File: src/hdl/tweh_pkg.sv
// shared types, constants and controller codes for the takeoff weight and hover estimator
// no dependencies
package tweh_pkg;

  typedef struct packed {
    logic               mode;
    logic               armed;
    logic [31:0]        tick_ms;
    logic [15:0]        throttle;
    logic signed [15:0] accel_z;
    logic signed [15:0] climb_rate;
  } sample_t;

  typedef struct packed {
    logic [1:0]  phase;
    logic [14:0] weight_g;
    logic [15:0] hover_level;
    logic        window_open;
    logic        estimate_done;
  } result_t;

  localparam int CFG_IDX_W  = 3;
  localparam int CFG_DATA_W = 16;

  localparam logic [CFG_IDX_W-1:0] CFG_DEFAULT_WEIGHT = 3'd0;
  localparam logic [CFG_IDX_W-1:0] CFG_MIN_WEIGHT     = 3'd1;
  localparam logic [CFG_IDX_W-1:0] CFG_MAX_WEIGHT     = 3'd2;
  localparam logic [CFG_IDX_W-1:0] CFG_WINDOW_MS      = 3'd3;
  localparam logic [CFG_IDX_W-1:0] CFG_HOVER_HOLD     = 3'd4;
  localparam logic [CFG_IDX_W-1:0] CFG_MIN_SAMPLES    = 3'd5;

  localparam logic [14:0] RST_DEFAULT_WEIGHT = 15'd1000;
  localparam logic [14:0] RST_MIN_WEIGHT     = 15'd200;
  localparam logic [14:0] RST_MAX_WEIGHT     = 15'd5000;
  localparam logic [15:0] RST_WINDOW_MS      = 16'd2000;
  localparam logic [15:0] RST_HOVER_HOLD     = 16'd3000;
  localparam logic [15:0] RST_MIN_SAMPLES    = 16'd10;

  localparam logic [1:0] PHASE_IDLE     = 2'd0;
  localparam logic [1:0] PHASE_ESTIMATE = 2'd1;
  localparam logic [1:0] PHASE_COLLECT  = 2'd2;

  localparam logic [15:0]        THR_OPEN      = 16'd19661;
  localparam logic [15:0]        THR_HOVER_MIN = 16'd13108;
  localparam logic [15:0]        THR_HOVER_MAX = 16'd58982;
  localparam logic signed [15:0] CLIMB_OPEN    = 16'sd128;
  localparam logic signed [15:0] HOVER_VEL     = 16'sd51;
  localparam logic signed [15:0] HOVER_VEL_NEG = -16'sd51;
  localparam logic [15:0]        HOVER_SMALL   = 16'd655;
  localparam logic [15:0]        HOVER_LO      = 16'd19661;
  localparam logic [15:0]        HOVER_HI      = 16'd52429;
  localparam logic [15:0]        HOVER_HALF    = 16'd32768;

  // divide by ten through reciprocal, exact for 20 bit operands
  localparam logic [19:0] RECIP10       = 20'd838861;
  localparam int          RECIP10_SHIFT = 23;

  localparam int DIV_NW = 60;
  localparam int DIV_DW = 45;
  localparam int DIV_QW = 16;

  typedef enum logic [3:0] {
    S_IDLE,
    S_WIN,
    S_E1,
    S_D1,
    S_H,
    S_M2,
    S_M3,
    S_D2,
    S_W,
    S_HOV,
    S_OUT
  } state_t;

  typedef struct packed {
    logic latch;
    logic win_step;
    logic div1_start;
    logic hclamp;
    logic mul_step;
    logic div2_start;
    logic wclamp;
    logic hov_step;
    logic load_out;
  } cmd_t;

  typedef struct packed {
    logic flight;
    logic need_div;
    logic div_done;
    logic out_busy;
  } status_t;

endpackage

File: src/hdl/tweh_ctrl.sv
// controller state machine sequencing one request through the datapath
// depends on tweh_pkg
module tweh_ctrl (
  input  logic              clk,
  input  logic              rst,
  input  logic              sample_valid,
  output logic              sample_ready,
  input  tweh_pkg::status_t st,
  output tweh_pkg::cmd_t    cmd
);
  import tweh_pkg::*;

  state_t state;
  state_t state_next;

  always_ff @(posedge clk) begin
    if (rst) begin
      state <= S_IDLE;
    end else begin
      state <= state_next;
    end
  end

  always_comb begin
    cmd          = '0;
    state_next   = state;
    sample_ready = 1'b0;
    unique case (state)
      S_IDLE: begin
        sample_ready = !rst;
        if (sample_valid && !rst) begin
          cmd.latch  = 1'b1;
          state_next = S_WIN;
        end
      end
      S_WIN: begin
        cmd.win_step = 1'b1;
        if (st.need_div) begin
          state_next = S_E1;
        end else if (st.flight) begin
          state_next = S_HOV;
        end else begin
          state_next = S_OUT;
        end
      end
      S_E1: begin
        cmd.div1_start = 1'b1;
        state_next     = S_D1;
      end
      S_D1: begin
        if (st.div_done) begin
          state_next = S_H;
        end
      end
      S_H: begin
        cmd.hclamp = 1'b1;
        state_next = S_M2;
      end
      S_M2: begin
        cmd.mul_step = 1'b1;
        state_next   = S_M3;
      end
      S_M3: begin
        cmd.div2_start = 1'b1;
        state_next     = S_D2;
      end
      S_D2: begin
        if (st.div_done) begin
          state_next = S_W;
        end
      end
      S_W: begin
        cmd.wclamp = 1'b1;
        state_next = S_HOV;
      end
      S_HOV: begin
        cmd.hov_step = 1'b1;
        state_next   = S_OUT;
      end
      S_OUT: begin
        if (!st.out_busy) begin
          cmd.load_out = 1'b1;
          state_next   = S_IDLE;
        end
      end
      default: state_next = S_IDLE;
    endcase
  end

endmodule

File: config.mk
export PLATFORM = sky130hd
export DESIGN_NAME = tweh_ctrl
export DESIGN_NICKNAME = d
export VERILOG_FILES = /design/src/hdl/tweh_pkg.sv /design/src/hdl/tweh_ctrl.sv
export SDC_FILE = /design/constraint.sdc
export NUM_CORES = 1
export LEC_CHECK = 0
export ABC_AREA = 1
export ABC_CLOCK_PERIOD_IN_PS = 2100
export BUFFER_PORTS_ARGS = -buffer_cell sky130_fd_sc_hd__buf_4
export CORE_AREA = 2 2 39 41
export DETAILED_ROUTE_END_ITERATION = 10
export DIE_AREA = 0 0 41 43
export MAX_ROUTING_LAYER = met4
export PLACE_DENSITY = 0.58
export SYNTH_ARGS = -nofsm -noshare
export SYNTH_HDL_FRONTEND = slang
export SYNTH_SLANG_ARGS = --single-unit
File: constraint.sdc
create_clock -name clk -period 2.1 [get_ports clk]
set_input_delay 0.315 -clock clk [delete_from_list [all_inputs] [get_ports clk]]
set_output_delay 0.315 -clock clk [all_outputs]
set_load 0.02 [all_outputs]
# Word-level counts from Yosys, hierarchy flattened
# Index checks and enable logic that the tools add are counted.
# W data, S select, Z words.
[word_totals]
ff_bits = 4
inputBits = 7
word_cells = 38
[classes]
eq_ne = 14
mux = 19
n_reduce_logical = 4
[op_table]
columns = ["operator", "n"]
rows = [
  ["$pmux W4 S11", 1],
  ["$mux W4", 5],
  ["$eq A4 B3 Y1 const B", 4],
  ["$eq A4 B4 Y1 const B", 3],
  ["$mux W1", 12],
  ["$eq A4 B2 Y1 const B", 2],
  ["$ne A2 B2 Y1 const B", 4],
  ["$eq A4 B1 Y1 const B", 1],
  ["$logic_not A4 Y1", 1],
  ["$reduce_and A4 Y1", 1],
  ["$mux W2", 1],
  ["$logic_and A1 B1 Y1", 1],
  ["$logic_not A1 Y1", 1],
]

# Longest topological paths before layout
# Gate-level depths: netlist of the first run.
[logic_depth]
word_depth = 4
ltp_mapped = 7
depth_no_buf = 7

# Least setup slack after synthesis of the first run
# OpenSTA, ideal clock, no wires.
[synth_path]
kind = "register to output"
start = "register state[1]"
end = "output port cmd[0] (netlist name)"
t_arrival_ps = 1283
required_ps = 1785
path_slack_ps = 502
path_stages_with_launch = 5
path_buffers = 0
path_cell_list = "dfxtp_1 inv_1 nor2_4 inv_1 nor4_1"
[synth_rtl]
columns = ["item", "line_no", "text"]
rows = [
  ["start: declaration", "tweh_ctrl.sv:13", "state_t state;"],
  ["start signal: assignment", "tweh_ctrl.sv:20", "state <= state_next;"],
  ["end: declaration", "tweh_ctrl.sv:9", "output tweh_pkg::cmd_t cmd"],
]

==> run summary, run 1 <==
outcome: finished, final reports clean
core area: 1380 sq um
via count: 476
Worst-path clk slew: 40 ps
hold depth: 2
row count: 14
sum of negative setup slack: 0 ps
CP arrival: 1330 ps
Slew Limit Fails: 0
Worst-Skew Late Latency: 250 ps
Iter 0 DRT Violations: 5
Area Overhead vs Synth: 41.9%
Antenna Cells: 0
crit path time final: 1650 ps
most flop-heavy register: state
Die Wd: 41 microns
final hold violation count: 0
Mean Syn Cell Area: 5.54 sq um
Reg power frac: 22.9%
max-capacitance violation count: 0
CTS Buf Count: 3
routed wl met2: 409 microns
Pleak: 0.317 nW
NetSw: 0.288 mW
Met1 Routed Length: 437 microns
Setup CP Type: register to output pin
grt ovf: 0
Largest register FFs: 4
FF-to-FF setup slack: 950 ps
Relative slew margins: 80.8%
Final Wtd Congestion: 0.826
Combinational Power Share: 59.3%
largest net degree at the start of global routing: 8
CTS resizes: 0
Post-DP Area: 528 sq um
Wirelength per Cell: 9.14 microns
Worst R2R Path Depth: 6
Layout Cells excl Fill: 105
R2R Path End: state[1]$_SDFFE_PP0P_
DRC: 0
register area share after synthesis: 20.6%
global-route wire length before repair: 1.42 mm
critical path endpoint category: output pin
yosys warns: 0
# Post-CTS Setup Buffers: 0
met3 routed WL: 91 microns
antenna violations before repair: 0
Clock Sinks: 4
Ports: 17
number of synthesized register bits: 4
Port-buffer cells: 16
worst min-delay path class: input port to register
CTS Hold Bufs: 0
Worst setup SP type: register
reg2reg start: state[2]$_SDFFE_PP0P_
pwr dens: 1060 nW/um^2
vias in the first global route: 362
top routing layer in use: met4
largest registers: state: 4 flops
final worst path period share: 78.4%
clock power share: 17.9%
routed wire length: 960 microns
Post-Synthesis Cells: 70
Peak VDD IR: 0.400 mV
DIE AREA: 1760 sq um
hpwl dp: 775 microns
placed insts: 102
Post-DRT Antenna Nets: 0
root buffer cell: clkbuf_4
H-Tree Depth: 1
GRT Util Overall: 12.4%
crit path max fanout: 6
Pre-antenna DRT Iters: 4
skew final: 3.97 ps
Post-Syn Area: 388 sq um
RSZ-0062 raised after global routing: false
Hold Path Sink: state[1]$_SDFFE_PP0P_
fin area: 551 sq um
TritonCTS clock tree: done
Via density: 4.53
count of cell types in the netlist: 17
Initial Util: 28.0%
Final setup viols: 0
switching part of the total: 49.4%
Die Ht: 43 microns
Synth Net Count: 77
internal power: 0.295 mW
f_max: 0.607 GHz
Hold Crit Start: rst
layout cells sized above 1: 34.8%
Final nets: 98
fillers: 164
slew of the pin with the lowest slew margin: 288 ps
Critical Path RT: 1780 ps
CTS Buffer Depth: 2
per-layer routing:
layer | track usage, % | vias to the layer above
met1 | 16.1 | 195
met4 | 10.0 | 0
li1 | - | 258
met3 | 1.57 | 2
met5 | - | -
met2 | 16.6 | 21
per-stage QoR:
step	util (%)	worst slack [ps]	power [mW]	hold slack (ps)
floorplan	-	502	0.378	384
global placement	38.2	729	0.481	515
detailed placement	38.2	728	0.479	524
CTS	39.8	463	0.582	275
global route	39.8	359	0.629	278
finish	39.8	453	0.583	269
worst max-delay path by stage:
| stage | to | start | slack (ps) |
|---|---|---|---|
| floorplan | cmd[0] | state[1]$_SDFFE_PP0P_ | 500 |
| global placement | cmd[3] | state[2]$_SDFFE_PP0P_ | 730 |
| detailed placement | cmd[0] | state[1]$_SDFFE_PP0P_ | 730 |
| CTS | cmd[0] | state[1]$_SDFFE_PP0P_ | 460 |
| global route | cmd[3] | state[2]$_SDFFE_PP0P_ | 360 |
| finish | cmd[0] | state[1]$_SDFFE_PP0P_ | 450 |
critical path: stages (launching register included):
cell and delay [ps]:
dfxtp_1 410, inv_1 120, nor2_4 110, inv_1 70, nor4_1 180, buf_4 190
power by group through the flow:
stage / Clock (mW) / Sequential [mW] / Combinational, mW
after global placement: 0 / 0.133 / 0.348
after global routing: 0.108 / 0.136 / 0.384
after CTS: 0.103 / 0.133 / 0.347
after floorplan: 0 / 0.127 / 0.251
final: 0.104 / 0.133 / 0.345
after detailed placement: 0 / 0.134 / 0.345
cell families (layout without fill, tap and decap cells):
family          Yosys count  after routing  share of synthesized area [%]
simple gates             42             42                           53.2
buf+inv                  16             35                           15.8
compound gates            8              8                           10.3
flops                     4              4                           20.6
cell usage after synthesis:
cell	number	share of area [%]
nand2_1	13	13
nor3_1	2	2.6
inv_1	12	12
nand3_1	6	7.7
inv_2	3	2.9
nand3_2	2	5.2
nor2_4	1	2.9
nor4_1	1	1.6
o21ai_1	1	1.3
nand3b_1	1	1.9
nor2_2	3	4.8
nand2_2	2	3.2
clkinv_2	1	1.3
nor2_1	11	11
a21oi_1	4	5.2
o21ai_0	3	3.9
dfxtp_1	4	21
cell type report:
type,instances,area (sq um),area share (%)
multi-input combinational,50,246,44.8
sequential,4,80.1,14.5
tap,16,20.0,3.64
timing repair buffer,16,120,21.8
inverter,16,61.3,11.1
clock buffer,3,22.5,4.09
layout by cell type (no fill, tap or decap):
master / synthesis / layout
nand3_1: 6 / 6
dfxtp_1: 4 / 4
inv_1: 12 / 12
clkbuf_4: 0 / 3
nor2_1: 11 / 11
o21ai_1: 1 / 1
nor2_4: 1 / 1
buf_4: 0 / 16
inv_2: 3 / 3
clkinv_2: 1 / 1
o21ai_0: 3 / 3
nor3_1: 2 / 2
nand3b_1: 1 / 1
a21oi_1: 4 / 4
nand3_2: 2 / 2
nor2_2: 3 / 3
nand2_1: 13 / 13
nor4_1: 1 / 1
nand2_2: 2 / 2
Power figures use the tool's default switching activity.
==> run 2, diff against run 1 <==
--- a/config.mk
+++ b/config.mk
@@ -6,7 +6,7 @@
 export NUM_CORES = 1
 export LEC_CHECK = 0
 export ABC_AREA = 1
-export ABC_CLOCK_PERIOD_IN_PS = 2100
+export ABC_CLOCK_PERIOD_IN_PS = 1600
 export BUFFER_PORTS_ARGS = -buffer_cell sky130_fd_sc_hd__buf_4
 export CORE_AREA = 2 2 39 41
 export DETAILED_ROUTE_END_ITERATION = 10
==> constraint.sdc (replaced) <==
create_clock -name clk -period 1.6 [get_ports clk]
set_input_delay 0.24 -clock clk [delete_from_list [all_inputs] [get_ports clk]]
set_output_delay 0.24 -clock clk [all_outputs]
set_load 0.02 [all_outputs]
==> run 2 against run 1 <==
  * Cell count is the same
  * Sequential share of layout area up 0.39 points
  * Critical path depth unchanged
  * Combinational power increased by 32%
  * Design area is 0.45% higher
  * Via count decreased by 1.5%
  * Largest cell class unchanged
==> run summary, run 2 (synthesis results as in run 1) <==
Worst-Skew Late Latency: 230 ps (-20 ps)
slew of the pin with the lowest slew margin: 269 ps (-18.2 ps)
Clock Sinks: 4 (unchanged)
GRT Util Overall: 12.2% (-0.21 points)
crit path time final: 1470 ps
Final setup viols: 0 (unchanged)
delay-heaviest family, CP: flip-flops
Largest register FFs: 4 (unchanged)
final worst path period share: 92.0%
most frequent CP cell: inv_1
Min Hold Slack: 201 ps (-67.9 ps)
clock power share: 16.0% (-1.9 points)
Initial Util: 28.0% (unchanged)
crit path max fanout: 6 (unchanged)
Wirelength per Cell: 8.99 microns (-1.7%)
Port-buffer cells: 16 (unchanged)
layout cells sized above 1: 37.1% (+2.2 points)
commonest cells after routing, fill and taps aside: buf_4 (16), nand2_1 (13), inv_1 (12)
Via density: 4.47 (-1.5%)
CP arrival: 1230 ps (-100 ps)
CP Buf/Inv Count: 3 (unchanged)
# Post-CTS Setup Buffers: 0 (unchanged)
TritonCTS clock tree: done
pwr dens: 1370 nW/um^2 (+29%)
CTS Buf Count: 3 (unchanged)
global-route wire length before repair: 1.46 mm (+2.9%)
Final Wtd Congestion: 0.826 (unchanged)
final hold violation count: 0 (unchanged)
via count: 469 (-1.5%)
hpwl dp: 798 microns (+2.9%)
vias in the first global route: 383 (+5.8%)
largest net degree at the start of global routing: 8 (unchanged)
post-route setup slack: 128 ps (-325 ps)
switching part of the total: 48.4% (-0.97 points)
Slowest-stage cell, CP: dfxtp_2
largest registers: state: 4 flops
DRC: 0 (unchanged)
Area Overhead vs Synth: 42.6%
Power Total: 0.755 mW (+30%)
CP Cell Sequence: inv_1 > nor2_4 > inv_1 > nor4_1 > buf_4
H-Tree Depth: 1 (unchanged)
Multi-input gate area: 246 sq um (unchanged)
Ports: 17 (unchanged)
fin area: 553 sq um (+0.45%)
Die Ht: 43 microns (unchanged)
Final nets: 98 (unchanged)
routed wire length: 944 microns (-1.7%)
Final Util: 40.0% (+0.18 points)
core area: 1380 sq um (unchanged)
Iter 0 DRT Violations: 7 (+2)
Register Area: 82.6 sq um (+3.1%)
Combinational Power Share: 60.4% (+1.1 points)
Relative slew margins: 81.9% (+1.0 points)
Critical Path RT: 1360 ps (-420 ps)
Worst-path clk slew: 40 ps (about the same)
grt ovf: 0 (unchanged)
Setup CP Type: register to output pin
Antenna Cells: 0 (unchanged)
Pleak: 0.318 nW (+0.28%)
Worst setup SP type: register
Worst path max stage delay: 360 ps (-50 ps)
CTS Buffer Depth: 2 (unchanged)
max-capacitance violation count: 0 (unchanged)
outcome: finished, final reports clean
Die Wd: 41 microns (unchanged)
worst min-delay path class: input port to register
internal power: 0.390 mW (+32%)
f_max: 0.679 GHz
placed insts: 102 (unchanged)
DIE AREA: 1760 sq um (unchanged)
skew final: 6.50 ps (+2.53 ps)
NetSw: 0.365 mW (+27%)
Pre-antenna DRT Iters: 4 (unchanged)
Place WS: 300 ps (-428 ps)
row count: 14 (unchanged)
Post-DRT Antenna Nets: 0 (unchanged)
root buffer cell: clkbuf_4
Reg power frac: 23.6% (+0.7 points)
most flop-heavy register: state
fillers: 158 (-3.7%)
commonest non-fill, non-tap cell in the layout: buf_4
antenna violations before repair: 0 (unchanged)
Slew Limit Fails: 0 (unchanged)
Post-DP Area: 528 sq um (unchanged)
RSZ-0062 raised after global routing: false
Peak VDD IR: 0.767 mV (+92%)
sum of negative setup slack: 0 ps (unchanged)
critical path endpoint category: output pin
Layout Cells excl Fill: 105 (unchanged)
[run 2: cell counts in the layout (fill, tap and decap cells not counted)]
Identical to the previous run, type by type.
[run 2: final timing paths]
check | startpoint | end | slack (ps) | depth (start not counted)
hold reg to reg | state[1]$_SDFFE_PP0P_ | state[1]$_SDFFE_PP0P_ | 490 | 2
setup reg to reg | state[0]$_SDFFE_PP0P_ | state[0]$_SDFFE_PP0P_ | 460 | 7
setup / recovery | state[1]$_SDFFE_PP0P_ | cmd[0] | 130 | 5
hold / removal | rst | state[2]$_SDFFE_PP0P_ | 200 | 2
[run 2: per-layer routing]
| metal | global-route usage (%) | routed length (microns) | vias to the layer above |
|---|---|---|---|
| li1 | - | - | 257 |
| met1 | 16.1 | 445 | 199 |
| met2 | 17.8 | 437 | 13 |
| met4 | 6.00 | 0 | 0 |
| met3 | 1.57 | 61 | 0 |
| met5 | - | 0 | - |
[run 2: area by class of cell]
class	instances	area share, %
Inverter	16	11.1
Tap cell	16	3.62
Sequential cell	4	14.9
Timing Repair Buffer	16	21.7
Multi-Input combinational cell	50	44.6
Clock buffer	3	4.07
[run 2: repair_timing]
action / in CTS / in global routing
endpoints found under the setup margin: 0 / 4
hold buffers: 0 / 0
resized for setup: 0 / 2
[run 2: power groups by stage]
stage / registers [mW] / logic (mW) / clock network, mW
final: 0.178 / 0.456 / 0.121
after floorplan: 0.167 / 0.329 / 0
after detailed placement: 0.175 / 0.458 / 0
after CTS: 0.174 / 0.460 / 0.127
after global routing: 0.183 / 0.504 / 0.135
after global placement: 0.175 / 0.457 / 0
